$ cat config.mk
export PLATFORM = sky130hd
export DESIGN_NAME = hcp_front
export DESIGN_NICKNAME = d
export VERILOG_FILES = /design/src/design/hcp_pkg.sv /design/src/design/hcp_front.sv
export SDC_FILE = /design/constraint.sdc
export NUM_CORES = 1
export LEC_CHECK = 0
export BUFFER_PORTS_ARGS = -buffer_cell sky130_fd_sc_hd__buf_2
export CAP_MARGIN = 20
export CORE_MARGIN = 4
export CORE_UTILIZATION = 30
export CTS_CLUSTER_SIZE = 8
export DETAILED_ROUTE_END_ITERATION = 10
export SETUP_SLACK_MARGIN = 0.2
export SYNTH_ARGS = -nofsm -noshare
export SYNTH_HDL_FRONTEND = slang
export SYNTH_SLANG_ARGS = --single-unit
export TNS_END_PERCENT = 5
$ cat constraint.sdc
create_clock -name clk -period 4.14 [get_ports clk]
set_input_delay 0 -clock clk [delete_from_list [all_inputs] [get_ports clk]]
set_output_delay 0 -clock clk [all_outputs]
set_load 0.01 [all_outputs]
$ cat src/design/hcp_pkg.sv
// hcp_pkg: shared widths, codes and defaults for the hot code promotion table
// used by hcp_front, hcp_back and the top level; no dependencies

package hcp_pkg;

  localparam int ADDR_W          = 48;
  localparam int HITS_W          = 16;
  localparam int COUNT_W         = 32;
  localparam int THRESH_W        = 16;
  localparam int MODE_W          = 2;
  localparam int ROUTE_W         = 2;
  localparam int CFG_IDX_W       = 1;
  localparam int CFG_DATA_W      = 16;
  localparam int HASH_SHIFT      = 4;
  localparam int TABLE_SLOTS_DEF = 256;
  localparam int ENTRY_W         = ADDR_W + HITS_W + 1;

  localparam logic [HITS_W-1:0] HITS_MAX = '1;

  localparam logic [MODE_W-1:0] MODE_INTERP = 2'd0;
  localparam logic [MODE_W-1:0] MODE_NATIVE = 2'd1;
  localparam logic [MODE_W-1:0] MODE_AUTO   = 2'd2;

  localparam logic [ROUTE_W-1:0] ROUTE_INTERP  = 2'd0;
  localparam logic [ROUTE_W-1:0] ROUTE_COMPILE = 2'd1;
  localparam logic [ROUTE_W-1:0] ROUTE_NATIVE  = 2'd2;

  localparam logic STATUS_OK     = 1'b0;
  localparam logic STATUS_REJECT = 1'b1;

  localparam logic [CFG_IDX_W-1:0] CFG_EXEC_MODE     = 1'd0;
  localparam logic [CFG_IDX_W-1:0] CFG_HOT_THRESHOLD = 1'd1;

  localparam logic [MODE_W-1:0]   EXEC_MODE_RST     = MODE_AUTO;
  localparam logic [THRESH_W-1:0] HOT_THRESHOLD_RST = 16'd100;

endpackage

$ cat src/design/hcp_front.sv
// hcp_front: accepts items, flags address zero and computes the home slot
// depends on hcp_pkg

module hcp_front #(
  parameter int TABLE_SLOTS = hcp_pkg::TABLE_SLOTS_DEF
) (
  input  logic                                  clk,
  input  logic                                  rst_n,
  input  logic                                  clearing,
  input  logic                                  in_valid,
  output logic                                  in_ready,
  input  logic [hcp_pkg::ADDR_W-1:0]            in_block_address,
  output logic                                  q_valid,
  input  logic                                  q_ready,
  output logic [hcp_pkg::ADDR_W+$clog2(TABLE_SLOTS):0] q_data
);

  import hcp_pkg::*;

  localparam int IDX_W   = $clog2(TABLE_SLOTS);
  localparam bit POW2    = (TABLE_SLOTS & (TABLE_SLOTS - 1)) == 0;
  localparam int KEY_W   = ADDR_W - HASH_SHIFT;
  localparam int CHUNK_W = (KEY_W + 3) / 4;
  localparam int KEY_PAD = 4 * CHUNK_W;
  localparam int SUM_W   = CHUNK_W + IDX_W + 2;
  localparam longint SLOTS_L = longint'(TABLE_SLOTS);
  localparam logic [SUM_W-1:0] SLOTS_V = SUM_W'(SLOTS_L);
  localparam logic [SUM_W-1:0] RECIP   = SUM_W'((longint'(1) << SUM_W) / SLOTS_L);
  localparam logic [SUM_W-1:0] FOLD1   = SUM_W'((longint'(1) << CHUNK_W) % SLOTS_L);
  localparam logic [SUM_W-1:0] FOLD2   = SUM_W'((longint'(1) << (2 * CHUNK_W)) % SLOTS_L);
  localparam logic [SUM_W-1:0] FOLD3   = SUM_W'((longint'(1) << (3 * CHUNK_W)) % SLOTS_L);
  localparam logic [1:0] STEP_FOLD = 2'd3;
  localparam logic [1:0] STEP_DIV  = 2'd2;

  logic               stg_valid_r, stg_valid_nxt;
  logic [ADDR_W-1:0]  stg_addr_r, stg_addr_nxt;
  logic [SUM_W-1:0]   stg_sum_r, stg_sum_nxt;
  logic [SUM_W-1:0]   stg_quo_r, stg_quo_nxt;
  logic [IDX_W-1:0]   stg_rem_r, stg_rem_nxt;
  logic [1:0]         stg_cnt_r, stg_cnt_nxt;
  logic [KEY_PAD-1:0] key;
  logic [SUM_W-1:0]   fold_sum;
  logic [2*SUM_W-1:0] quo_prod;
  logic [SUM_W-1:0]   rem_raw, rem_fix;
  logic [IDX_W-1:0]   home;
  logic               addr_zero;
  logic               accept, push;

  // remainder mod slot count: fold by chunk residues, reciprocal multiply, one fixup
  assign key      = KEY_PAD'(stg_addr_r[ADDR_W-1:HASH_SHIFT]);
  assign fold_sum = SUM_W'(key[0 +: CHUNK_W])
                  + SUM_W'(key[CHUNK_W +: CHUNK_W]) * FOLD1
                  + SUM_W'(key[2*CHUNK_W +: CHUNK_W]) * FOLD2
                  + SUM_W'(key[3*CHUNK_W +: CHUNK_W]) * FOLD3;
  assign quo_prod = {{SUM_W{1'b0}}, stg_sum_r} * {{SUM_W{1'b0}}, RECIP};
  assign rem_raw  = stg_sum_r - SUM_W'(stg_quo_r * SLOTS_V);
  assign rem_fix  = (rem_raw >= SLOTS_V) ? rem_raw - SLOTS_V : rem_raw;

  assign addr_zero = (stg_addr_r == '0);
  assign home      = POW2 ? stg_addr_r[HASH_SHIFT +: IDX_W] : stg_rem_r;

  assign q_valid  = stg_valid_r && (stg_cnt_r == '0);
  assign q_data   = {addr_zero, home, stg_addr_r};
  assign push     = q_valid && q_ready;
  assign in_ready = !clearing && (!stg_valid_r || push);
  assign accept   = in_valid && in_ready;

  always_comb begin
    stg_valid_nxt = stg_valid_r;
    stg_addr_nxt  = stg_addr_r;
    stg_sum_nxt   = stg_sum_r;
    stg_quo_nxt   = stg_quo_r;
    stg_rem_nxt   = stg_rem_r;
    stg_cnt_nxt   = stg_cnt_r;
    if (stg_valid_r && (stg_cnt_r != '0)) begin
      stg_cnt_nxt = stg_cnt_r - 1'b1;
      unique case (stg_cnt_r)
        STEP_FOLD: stg_sum_nxt = fold_sum;
        STEP_DIV:  stg_quo_nxt = quo_prod[2*SUM_W-1:SUM_W];
        default:   stg_rem_nxt = rem_fix[IDX_W-1:0];
      endcase
    end
    if (push) begin
      stg_valid_nxt = 1'b0;
    end
    if (accept) begin
      stg_valid_nxt = 1'b1;
      stg_addr_nxt  = in_block_address;
      stg_rem_nxt   = '0;
      stg_cnt_nxt   = (POW2 || (in_block_address == '0)) ? '0 : STEP_FOLD;
    end
  end

  always_ff @(posedge clk) begin
    if (!rst_n) begin
      stg_valid_r <= 1'b0;
      stg_cnt_r   <= '0;
    end else begin
      stg_valid_r <= stg_valid_nxt;
      stg_cnt_r   <= stg_cnt_nxt;
    end
    stg_addr_r <= stg_addr_nxt;
    stg_sum_r  <= stg_sum_nxt;
    stg_quo_r  <= stg_quo_nxt;
    stg_rem_r  <= stg_rem_nxt;
  end

endmodule

==> out/results.txt <==
status = complete, no violations
final period utilization = 0.401
Synth top area share = 0.812
Syn. warnings = 0
die area = 7210 um2
crit-path max FO = 3
count leader, synth = edfxtp_1
Max VDD drop = 154 uV
clk root buf = clkbuf_8
Synth top cells by count = edfxtp_1, nor4_1, buf_4
hold depth = 3
n_diodes = 0
Die Y = 84.9 um
Worst Tran Pin Value = 0.467 ns
Max Cap Viol = 0
Rel. slew slack = 0.686
Reg-to-Reg End = stg_addr_r[40]
final hold slack = 0.0976 ns
critical path class = register to output port
clk_lat worst skew = 0.29 ns
Final setup viols = 0
finished layout cell area = 2950 um2
min Tclk post-route = 1.66 ns
Max clock buf depth = 2
Total Routed Length = 4630 um
largest net degree at the start of global routing = 27
Resize count post-CTS = 0
CTS H-tree depth = 2
Pre-antenna DRT Iters = 4
Vias/cell = 4.16
gpl congestion = 0.708
Power per Cell Area = 333 nW/um2
GRT Overall Usage = 0.125
Synth Cell Area = 1770 um2
Power Total = 0.985 mW
leak pwr = 1.21 nW
final core occ = 0.527
# rows = 27
Critical Path End Type = output port
core area = 5610 um2
Critical Path AT = 1.66 ns
CTS tree = yes
remaining global-route overflow = 0
I/O pin count = 112
dpl cells = 267
Num Clock Sinks = 51
register bit count reported by yosys = 51
DRC = 0
Chip Width = 84.9 um
Avg Cell Area, Syn = 19.5 um2
reg-to-reg slack, setup = 2.65 ns
area grow syn2layout = 66.5%
worst hold start = clearing
First DRT Iteration DRCs = 15
FF-to-FF path depth = 5
Startpoint Class = register
wire per inst = 14.3 um
syn_nets = 145
CP required = 4.14 ns
final antenna-violating net count = 0
dpl ws = 2.66 ns
fin nets = 305
PnR worst setup slack = 2.48 ns
fin cells = 324
Initial Utilization = 0.316
vias in the first global route = 1479
top cells by area, synth = edfxtp_1, nor4_1, buf_4
Primary FF master, synth = edfxtp_1
first-pass GRT wire length = 7090 um
setup bufs post-CTS = 0
Hold WC Path Type = input port to register
end of the worst hold path = stg_cnt_r[0]
Clock transition at path regs = 0.09 ns
RSZ-0062 raised after global routing = no
Synth area leader = edfxtp_1
worst clock skew = 0.00634 ns
fmax = 0.603 GHz
DP Area = 2380 um2
initial antenna violation count = 0
register area share after synthesis = 0.846
Port Buffer Count = 111
Slew Viols, Final = 0
Mapped Cells = 91
setup TNS = 0 ns
worst r2r src = stg_cnt_r[0]
Num CTS Buffers = 5
layout cells sized above 1 = 0.492
count of cell types in the netlist = 18
endpoints failing hold = 0
Async S/R FF share, synth = 0
EDFF count, synth = 48
Vias = 1349
==> registers in the layout (all words and copies together), names as in the netlist <==
register / count
stg_addr_r: 48
stg_cnt_r: 2
stg_valid_r: 1
==> report_power, final <==
| part | switching [mW] | internal [mW] |
|---|---|---|
| logic | 0.0493 | 0.0674 |
| clock network | 0.149 | 0.118 |
| registers | 0.0112 | 0.590 |
==> cells in the final DEF, fill, tap and decap left out, types with 2 or more instances in the layout <==
cell / count
nor4_1: 11
nand4_1: 3
dfxtp_1: 3
clkbuf_8: 5
inv_1: 3
dlygate4sd3_1: 49
nor2_1: 3
buf_2: 111
edfxtp_1: 48
buf_4: 2
==> repair_timing <==
| item | CTS | global route |
|---|---|---|
| endpoints found under the setup margin | 0 | 0 |
| hold buffers | 49 | 0 |
| endpoints found under the hold margin | 51 | 0 |
==> logic make-up after synthesis <==
family / Yosys count / share of synthesized area
XOR/XNOR: 1 / 0.00494
buffers and inverters: 12 / 0.0444
AND/OR/NAND/NOR: 22 / 0.0783
AO/OA/AOI/OAI: 4 / 0.0190
flip-flops: 51 / 0.846
adder cells (fa/ha/maj): 1 / 0.00705
==> cell type report <==
type	count	area (um2)
clock inverter	2	12.5
fill	482	2650
inverter	3	11.3
timing repair buffer	162	1060
tap	72	90.1
multi-input combinational	28	205
sequential	51	1500
clock buffer	6	72.6
==> worst max-delay path by stage <==
| stage | start | end | slack, ns | cells after the start |
|---|---|---|---|---|
| after floorplan | stg_cnt_r[0] | stg_addr_r[0] | 1.19 | 4 |
| after global routing | stg_addr_r[42] | q_data[56] | 2.30 | 4 |
| final | stg_addr_r[10] | q_data[56] | 2.48 | 4 |
| after CTS | stg_addr_r[42] | q_data[56] | 2.39 | 4 |
| after detailed placement | stg_cnt_r[0] | stg_addr_r[39] | 2.66 | 5 |
| after global placement | stg_cnt_r[0] | stg_addr_r[20] | 2.68 | 5 |
==> layer usage <==
| metal | up-vias | GRT usage | part of all wire |
|---|---|---|---|
| li1 | 669 | - | - |
| met1 | 596 | 0.143 | 0.40 |
| met2 | 78 | 0.228 | 0.50 |
| met3 | 6 | 0.0291 | 0.088 |
| met4 | 0 | 0.0460 | 0.013 |
| met5 | - | 0 | 0 |
==> worst max-delay path, stage by stage (launching register included) <==
cell and delay (ns):
edfxtp_1 0.41, nor4_1 0.48, nand4_1 0.18, nor3_2 0.16
buf_2 0.15
Power figures use the tool's default switching activity.
