## config.mk

```make
export PLATFORM = sky130hd
export DESIGN_NAME = hcp_queue
export DESIGN_NICKNAME = d
export VERILOG_FILES = /design/src/design/hcp_queue.sv
export SDC_FILE = /design/constraint.sdc
export NUM_CORES = 1
export LEC_CHECK = 0
export BUFFER_PORTS_ARGS = -buffer_cell sky130_fd_sc_hd__buf_2
export CORE_MARGIN = 2
export CORE_UTILIZATION = 40
export CTS_BUF_LIST = sky130_fd_sc_hd__clkbuf_8 sky130_fd_sc_hd__clkbuf_16
export CTS_CLUSTER_DIAMETER = 100
export DETAILED_ROUTE_END_ITERATION = 7
export PLACE_DENSITY_LB_ADDON = 0.2
export SLEW_MARGIN = 10
export SYNTH_ARGS = -nofsm -noshare
export SYNTH_HDL_FRONTEND = slang
export SYNTH_SLANG_ARGS = --single-unit
```

## constraint.sdc

```tcl
create_clock -name clk -period 3.45 [get_ports clk]
set_input_delay 0.5175 -clock clk [delete_from_list [all_inputs] [get_ports clk]]
set_output_delay 0.5175 -clock clk [all_outputs]
set_load 0.05 [all_outputs]
```

## src/design/hcp_queue.sv

```systemverilog
// hcp_queue: two entry fifo between the classify front and the probe back
// no dependencies

module hcp_queue #(
  parameter int WIDTH = 8
) (
  input  logic             clk,
  input  logic             rst_n,
  input  logic             wr_valid,
  output logic             wr_ready,
  input  logic [WIDTH-1:0] wr_data,
  output logic             rd_valid,
  input  logic             rd_ready,
  output logic [WIDTH-1:0] rd_data
);

  logic [WIDTH-1:0] slot_r [2];
  logic             wr_ptr_r, wr_ptr_nxt;
  logic             rd_ptr_r, rd_ptr_nxt;
  logic [1:0]       count_r, count_nxt;
  logic             push, pop;

  assign wr_ready = (count_r != 2'd2);
  assign rd_valid = (count_r != 2'd0);
  assign rd_data  = slot_r[rd_ptr_r];
  assign push     = wr_valid && wr_ready;
  assign pop      = rd_valid && rd_ready;

  always_comb begin
    wr_ptr_nxt = push ? ~wr_ptr_r : wr_ptr_r;
    rd_ptr_nxt = pop ? ~rd_ptr_r : rd_ptr_r;
    count_nxt  = count_r;
    if (push && !pop) begin
      count_nxt = count_r + 2'd1;
    end else if (pop && !push) begin
      count_nxt = count_r - 2'd1;
    end
  end

  always_ff @(posedge clk) begin
    if (!rst_n) begin
      wr_ptr_r <= 1'b0;
      rd_ptr_r <= 1'b0;
      count_r  <= 2'd0;
    end else begin
      wr_ptr_r <= wr_ptr_nxt;
      rd_ptr_r <= rd_ptr_nxt;
      count_r  <= count_nxt;
    end
    if (push) begin
      slot_r[wr_ptr_r] <= wr_data;
    end
  end

endmodule

```

==> impl_metrics.ini, run 1 <==
[run_status]
run_status = finished, final reports clean

[cts]
cts-root-to-sink-buffers = 2
tritoncts_clock_tree = done
post_cts_resized = 0
tritoncts.num_buffers = 3
post_cts.repair.setup_buffers = 0
clock_transition_at_the_register_clock_pins_on_the_worst_setup_and_hold_paths_after_cts_ns = 0.07
worst_skew_pair.late_latency_ns = 0.25
clock_tree.htree_level_count = 1
cts.sink_count = 21
cts-root-buf = sky130_fd_sc_hd__clkbuf_8
hold_buffers = 0

[setup_path]
path_cells = mux2_2, buf_2
kind_of_cell_adding_the_most_delay_to_the_critical_path = flip-flops
criticalPathCategory = flop to primary output
cp.buffers_inverters = 1
cp.required_ns = 2.93
start_kind = flop
worst_path_maximum_fanout = 8
cpPeakStageDelay_ns = 0.53
reg2reg_from = count_r[0]
critical-path-slowest-cell = sky130_fd_sc_hd__dfxtp_1
worstPathArrival_ns = 1.38
r2r_setup_slack_ns = 1.86
critical_path.endpoint_type = primary output
r2r_cells = 4
r2r-end = count_r[1]

[placed_design]
place_area_um2 = 943
place_hpwl_um = 809
numPortBuffers = 21
gp_congestion = 0.661

[drt]
vias_per_cell = 4.49
routed_wire_length_per_instance_um = 11.1
postRouteAntennaNets = 0
firstDrtPassIters = 3
number_of_drc_markers_in_iteration_0 = 3
finalWirelength_um = 1120
dr_total_vias = 453
drc_errors = 0

[logic_synthesis]
synth.area.mux_share = 0.111
synth_seq_area_share = 0.717
synth_compound_area_frac = 0.0371
synthesis.nets = 63
synth_top_area_frac = 0.594
synth_top_family_by_area = multiplexers
synth.avg_cell_area_um2 = 16.2
synthesis.area_um2 = 810
synth.top_cells.by_count = sky130_fd_sc_hd__edfxtp_1 (16), sky130_fd_sc_hd__mux2_2 (8), sky130_fd_sc_hd__dfxtp_1 (5)
number_of_enable_type_register_cells_in_the_synthesized_netlist = 16
synthTopCellsByArea = sky130_fd_sc_hd__edfxtp_1 (59%), sky130_fd_sc_hd__dfxtp_1 (12%), sky130_fd_sc_hd__mux2_2 (11%)
synth.distinct_cells = 17
synth_flop_cell = sky130_fd_sc_hd__edfxtp_1
synthesis.instances = 50
synth.most_common_cell = sky130_fd_sc_hd__edfxtp_1
async_flop_share = 0
share_of_synthesized_cell_area_in_full_adder_half_adder_and_majority_cells = 0.0155
post_synth_xor_area_fraction = 0.0325
synth_top_area_cell = sky130_fd_sc_hd__edfxtp_1
synth_warnings = 0
ys_seq_elements = 21
synth_simple_gate_area_frac = 0.0711

[global_route]
largest_net_degree_at_the_start_of_global_routing = 13
global_route.usage.total = 0.113
gr-total-overflow = 0
first_global_vias = 457
antenna_found_initial = 0
global_route_wire_length_before_repair_um = 1960

[finish]
area.growth.synth_to_final_pct = 22.3
diodes = 0
share_of_cells_above_drive_strength_1 = 0.486
design_area_um2 = 990
layout.core_utilization = 0.510
final_nets = 88

[sta]
worstMarginPinSlew_ns = 0.383
hold_viol = 0
slew_headroom = 0.744
final_number_of_setup_violating_endpoints = 0
finalWorstPathRequiredPeriod_ns = 1.90
setup_total_negative_slack_ns = 0
hold_slack_ns = 0.447
clock-skew-final_ns = 0.00154
finalMaxSlewViolations = 0
rsz_0062_raised_after_global_routing = no
fmax_ghz = 0.528
layout_worst_path_cycle_share = 0.549

[min_path]
timing.hold.worst_path_depth = 1
worstHoldEndpoint = slot_r[1][6]
hold_class = input pin to flop
min_from = wr_data[6]

[die]
core-area_um2 = 1940
die_height_um = 49.0
die-width_um = 49.0
rows = 16
pin_count = 22
floorplan.die_area_um2 = 2400
initial_utilization = 0.417

[power_and_ir_drop]
power.leakage_nw = 0.398
tot_pwr_uw = 831
power_density_nw_per_um2 = 840
vdd.ir_drop.worst_mv = 0.421

[flow_run]
maxCapViolCount = 0
final cells by class:
cell class              count  area [um^2]
well taps                  27         33.8
clock buffers               3         41.3
clock inverters             1         5.00
flip-flops and latches     21          581
repair buffers             21          105
fillers                   191          952
multi-input cells          26          216
inverters                   2         7.51
metrics by stage:
stage / worst slack [ns] / cells
finish: 1.55 / 101
global route: 1.47 / 101
floorplan: 1.83 / 50
CTS: 1.53 / 101
global placement: 1.79 / 97
detailed placement: 1.74 / 97
sequential cells by signal (all words and copies together) (netlist names), named ones only:
name	count
count_r	2
wr_ptr_r	1
rd_ptr_r	1
slot_r	16
logic make-up after synthesis:
group	after synthesis
AO/OA/AOI/OAI	5
AND/OR/NAND/NOR	9
XOR/XNOR	3
flip-flops	21
adder cells (fa/ha/maj)	1
multiplexers	8
buffers and inverters	3
layer usage:
metal	wire, um	GRT usage
met1	529	0.139
met5	0	0
met4	6	0.0714
met3	39	0.0276
met2	550	0.178
cells in the final DEF (no fill, tap or decap):
master	n
sky130_fd_sc_hd__edfxtp_1	16
sky130_fd_sc_hd__dfxtp_1	5
sky130_fd_sc_hd__nor2_1	3
sky130_fd_sc_hd__mux2_2	8
sky130_fd_sc_hd__and2_1	1
sky130_fd_sc_hd__ha_1	1
sky130_fd_sc_hd__buf_2	21
sky130_fd_sc_hd__a21oi_1	2
sky130_fd_sc_hd__and3_1	1
sky130_fd_sc_hd__clkbuf_8	3
sky130_fd_sc_hd__or3_1	1
sky130_fd_sc_hd__xor2_1	3
sky130_fd_sc_hd__or2_2	1
sky130_fd_sc_hd__inv_1	2
sky130_fd_sc_hd__a21bo_2	1
sky130_fd_sc_hd__o21ai_0	2
sky130_fd_sc_hd__nand3b_1	1
sky130_fd_sc_hd__nand2b_4	1
sky130_fd_sc_hd__clkinv_2	1
power breakdown:
part	internal, mW	switching (mW)	leakage (nW)
combinational	0.106	0.219	0.181
clock	0.0802	0.0720	0.0255
sequential	0.321	0.0330	0.191
total	0.507	0.324	0.398
worst max-delay path by stage:
stage | slack, ns | cells after the start | endpoint
after floorplan | 1.83 | 5 | count_r[1]
after global placement | 1.79 | 5 | count_r[1]
after detailed placement | 1.74 | 5 | count_r[1]
after CTS | 1.53 | 2 | rd_data[0]
after global routing | 1.47 | 2 | rd_data[3]
final | 1.55 | 2 | rd_data[3]
Power figures use the tool's default switching activity.
==> inputs of run 2 (changes only) <==
clock period = 1.8 ns   (was 3.45 ns; I/O delays follow)
==> impl_metrics.ini, run 2 (synthesized netlist as in run 1, its figures left out) <==
[power_and_ir_drop]
power.leakage_nw = 0.398
tot_pwr_mw = 1.61
power_density_nw_per_um2 = 1620
vdd.ir_drop.worst_mv = 0.989

[global_route]
gr-usage-met2 = 0.203
antenna_found_initial = 0
globalRoute.busiestLayer = met2
largest_net_degree_at_the_start_of_global_routing = 13
gr-total-overflow = 0
grtUsageMet3 = 0.0337
global_route.usage.total = 0.119
groute.layer.met1.usage = 0.134
first_global_vias = 492
global_route_wire_length_before_repair_um = 2090

[die]
floorplan.die_area_um2 = 2400
die_height_um = 49.0
core-area_um2 = 1940
rows = 16
die-width_um = 49.0
initial_utilization = 0.417
pin_count = 22

[sta]
rsz_0062_raised_after_global_routing = no
layout_worst_path_cycle_share = 0.915
setup_total_negative_slack_ns = 0
finalWorstPathRequiredPeriod_ns = 1.65
fin_ws_ns = 0.154
fmax_ghz = 0.607
worstMarginPinSlew_ns = 0.438
finalMaxSlewViolations = 0
hold_viol = 0
slew_headroom = 0.708
final_number_of_setup_violating_endpoints = 0
clock-skew-final_ns = 0.00474

[flow_run]
maxCapViolCount = 0

[cts]
worst_skew_pair.late_latency_ns = 0.25
tritoncts.num_buffers = 3
hold_buffers = 0
post_cts.repair.setup_buffers = 0
post_cts_resized = 0
tritoncts_clock_tree = done
clock_tree.htree_level_count = 1
cts-root-to-sink-buffers = 2
cts.sink_count = 21
cts-root-buf = sky130_fd_sc_hd__clkbuf_8
clock_transition_at_the_register_clock_pins_on_the_worst_setup_and_hold_paths_after_cts_ns = 0.07

[finish]
biggest_regs = slot_r (16), count_r (2)
flip_flop_count_of_the_largest_register_after_layout = 16
leading_cell_type_in_the_layout_fill_and_taps_excluded = sky130_fd_sc_hd__buf_2
layout_common_cells = sky130_fd_sc_hd__buf_2 (21), sky130_fd_sc_hd__edfxtp_1 (16), sky130_fd_sc_hd__mux2_2 (8)
largest_register = slot_r
final_nets = 88
layout.core_utilization = 0.510
share_of_cells_above_drive_strength_1 = 0.486
diodes = 0
area.growth.synth_to_final_pct = 22.3

[setup_path]
cp.required_ns = 1.53
kind_of_cell_adding_the_most_delay_to_the_critical_path = flip-flops
criticalPathCategory = flop to primary output
worst_path_maximum_fanout = 8
path_cells = mux2_2, buf_2
worstPathArrival_ns = 1.38
critical-path-slowest-cell = sky130_fd_sc_hd__dfxtp_1
cp.buffers_inverters = 1
start_kind = flop
r2r_setup_slack_ns = 0.20
critical_path.endpoint_type = primary output
cpPeakStageDelay_ns = 0.54

[min_path]
hold_class = input pin to flop

[placed_design]
minimum_setup_slack_after_placement_ns = 0.218
gp_congestion = 0.624
numPortBuffers = 21
place_hpwl_um = 881

[drt]
drc_errors = 0
finalWirelength_um = 1260
postRouteAntennaNets = 0
routed_wire_length_per_instance_um = 12.5
firstDrtPassIters = 2
dr_total_vias = 468
vias_per_cell = 4.63
number_of_drc_markers_in_iteration_0 = 6

[run_status]
run_status = finished, final reports clean
==> run 2: cell counts in the layout (fill, tap and decap cells not counted) <==
Identical to the previous run, type by type.
==> run 2: final cells by class <==
| type | count | area, um^2 |
|---|---|---|
| clock buffer | 3 | 41.3 |
| clock inverter | 1 | 5.00 |
| fill | 176 | 952 |
| inverter | 2 | 7.51 |
| multi-input combinational | 26 | 216 |
| sequential | 21 | 581 |
| tap | 27 | 33.8 |
| timing repair buffer | 21 | 105 |
==> run 2: path summary, 6_finish.rpt <==
| path | end | depth (start not counted) | from |
|---|---|---|---|
| setup / recovery | rd_data[7] | 2 | flop |
| hold / removal | slot_r[1][5] | 1 | wr_data[5] |
| setup reg to reg | count_r[1] | 5 | count_r[0] |
| hold reg to reg | rd_ptr_r | 2 | rd_ptr_r |
==> run 2: report_power, final <==
part,leakage [nW],internal (mW),switching (mW),total (mW)
Clock,0.0255,0.154,0.142,0.296
Sequential,0.191,0.615,0.0653,0.681
Combinational,0.181,0.203,0.428,0.631
Total,0.398,0.972,0.635,1.61
==> run 2: layer usage <==
layer	vias up	routed length, um	share of wire
met5	-	0	0
met3	2	48	0.038
met1	226	530	0.42
met2	12	674	0.53
met4	0	6	0.0048
li1	228	-	-
==> run 2: stage by stage <==
stage	cell area, um^2	hold WS (ns)	cells
CTS	990	0.195	101
detailed placement	943	0.461	97
global route	990	0.194	101
floorplan	810	0.369	50
global placement	943	0.457	97
finish	990	0.202	101
==> inputs of run 3 (changes only) <==
ABC_CLOCK_PERIOD_IN_PS = 1800   (was not set)
RECOVER_POWER = 100   (was not set)
==> impl_metrics.ini, run 3 (synthesized netlist as in run 1, its figures left out) <==
[setup_path]
cp.required_ns = 1.53
critical_path.endpoint_type = primary output
start_kind = flop
worstPathArrival_ns = 1.40
criticalPathCategory = flop to primary output
r2r-end = count_r[1]
r2r_setup_slack_ns = 0.13
worst_path_maximum_fanout = 8
r2r_cells = 5
reg2reg_from = count_r[0]

[sta]
hold_slack_ns = 0.201
setup_total_negative_slack_ns = 0
worstMarginPinSlew_ns = 0.592
finalWorstPathRequiredPeriod_ns = 1.67
fin_ws_ns = 0.127
rsz_0062_raised_after_global_routing = no
finalMaxSlewViolations = 0
final_number_of_setup_violating_endpoints = 0
clock-skew-final_ns = 0.00455
slew_headroom = 0.607
hold_viol = 0
layout_worst_path_cycle_share = 0.929
fmax_ghz = 0.598

[finish]
layout_common_cells = sky130_fd_sc_hd__edfxtp_1 (16), sky130_fd_sc_hd__buf_2 (11), sky130_fd_sc_hd__mux2_2 (8)
final_nets = 88
diodes = 0
largest_register = slot_r
seq_area_um2 = 581
multiInputGateArea_um2 = 209
layout.core_utilization = 0.504
area.growth.synth_to_final_pct = 20.9
leading_cell_type_in_the_layout_fill_and_taps_excluded = sky130_fd_sc_hd__edfxtp_1
share_of_cells_above_drive_strength_1 = 0.432
flip_flop_count_of_the_largest_register_after_layout = 16
layout_fillers = 180
design_area_um2 = 978
biggest_regs = slot_r (16), count_r (2)

[min_path]
timing.hold.worst_path_depth = 1
worstHoldEndpoint = slot_r[1][5]
min_from = wr_data[5]
hold_class = input pin to flop

[cts]
tritoncts.num_buffers = 3
cts-root-buf = sky130_fd_sc_hd__clkbuf_8
tritoncts_clock_tree = done
clock_transition_at_the_register_clock_pins_on_the_worst_setup_and_hold_paths_after_cts_ns = 0.07
hold_buffers = 0
worst_skew_pair.late_latency_ns = 0.25
cts-root-to-sink-buffers = 2
post_cts_resized = 0
cts.sink_count = 21
post_cts.repair.setup_buffers = 0
clock_tree.htree_level_count = 1

[global_route]
first_global_vias = 492
global_route.usage.total = 0.119
antenna_found_initial = 0
global_route_wire_length_before_repair_um = 2090
largest_net_degree_at_the_start_of_global_routing = 13
gr-total-overflow = 0

[die]
die_height_um = 49.0
pin_count = 22
initial_utilization = 0.417
rows = 16
core-area_um2 = 1940
die-width_um = 49.0
floorplan.die_area_um2 = 2400

[run_status]
run_status = finished, final reports clean

[drt]
routed_wire_length_per_instance_um = 12.4
drc_errors = 0
vias_per_cell = 4.60
dr_total_vias = 465
postRouteAntennaNets = 0
number_of_drc_markers_in_iteration_0 = 1
finalWirelength_um = 1260
firstDrtPassIters = 3

[power_and_ir_drop]
power_density_nw_per_um2 = 1620
vdd.ir_drop.worst_mv = 0.955
power.leakage_nw = 0.388

[placed_design]
place_area_um2 = 943
minimum_setup_slack_after_placement_ns = 0.218
place_hpwl_um = 881
numPortBuffers = 21
gp_congestion = 0.624

[flow_run]
maxCapViolCount = 0
==> run 3: changes by cell type in the layout (fill, tap and decap cells not counted), sizes merged <==
cell	before	now
clkbuf	3	13
buf	21	11
==> run 3: power breakdown <==
group          total [mW]  switching (mW)  leakage [nW]  internal (mW)
sequential          0.676          0.0603         0.191          0.615
combinational       0.616           0.430         0.171          0.186
clock               0.296           0.142        0.0255          0.154
==> run 3: cell type report <==
| class | instances | area share |
|---|---|---|
| sequential | 21 | 0.593 |
| multi-input combinational | 26 | 0.214 |
| timing repair buffer | 21 | 0.104 |
| clock buffer | 3 | 0.0422 |
| tap | 27 | 0.0345 |
| inverter | 2 | 0.00767 |
| clock inverter | 1 | 0.00512 |
==> run 3: worst max-delay path by stage <==
stage	cells after the start	slack, ns	start	end
after floorplan	5	0.18	count_r[0]	count_r[1]
after global placement	5	0.27	count_r[0]	count_r[1]
after detailed placement	5	0.22	count_r[0]	count_r[1]
after CTS	2	0.11	flop	rd_data[7]
after global routing	2	0.02	flop	rd_data[2]
final	2	0.13	flop	rd_data[2]
==> run 3: per-layer routing <==
layer	wire length, um	up-vias	global-route usage
met4	6	0	0.0667
met3	48	2	0.0337
met2	678	12	0.203
met1	523	224	0.134
met5	0	-	0
li1	-	227	-
==> run 3: per-stage QoR <==
step	instances	total power, mW
finish	101	1.59
global route	101	1.68
CTS	101	1.63
detailed placement	97	1.33
global placement	97	1.31
floorplan	50	1.20
==> run 3: critical path, cell delays in order (launching register included) <==
cell	delay, ns
sky130_fd_sc_hd__dfxtp_1	0.53
sky130_fd_sc_hd__mux2_2	0.38
sky130_fd_sc_hd__clkbuf_2	0.23
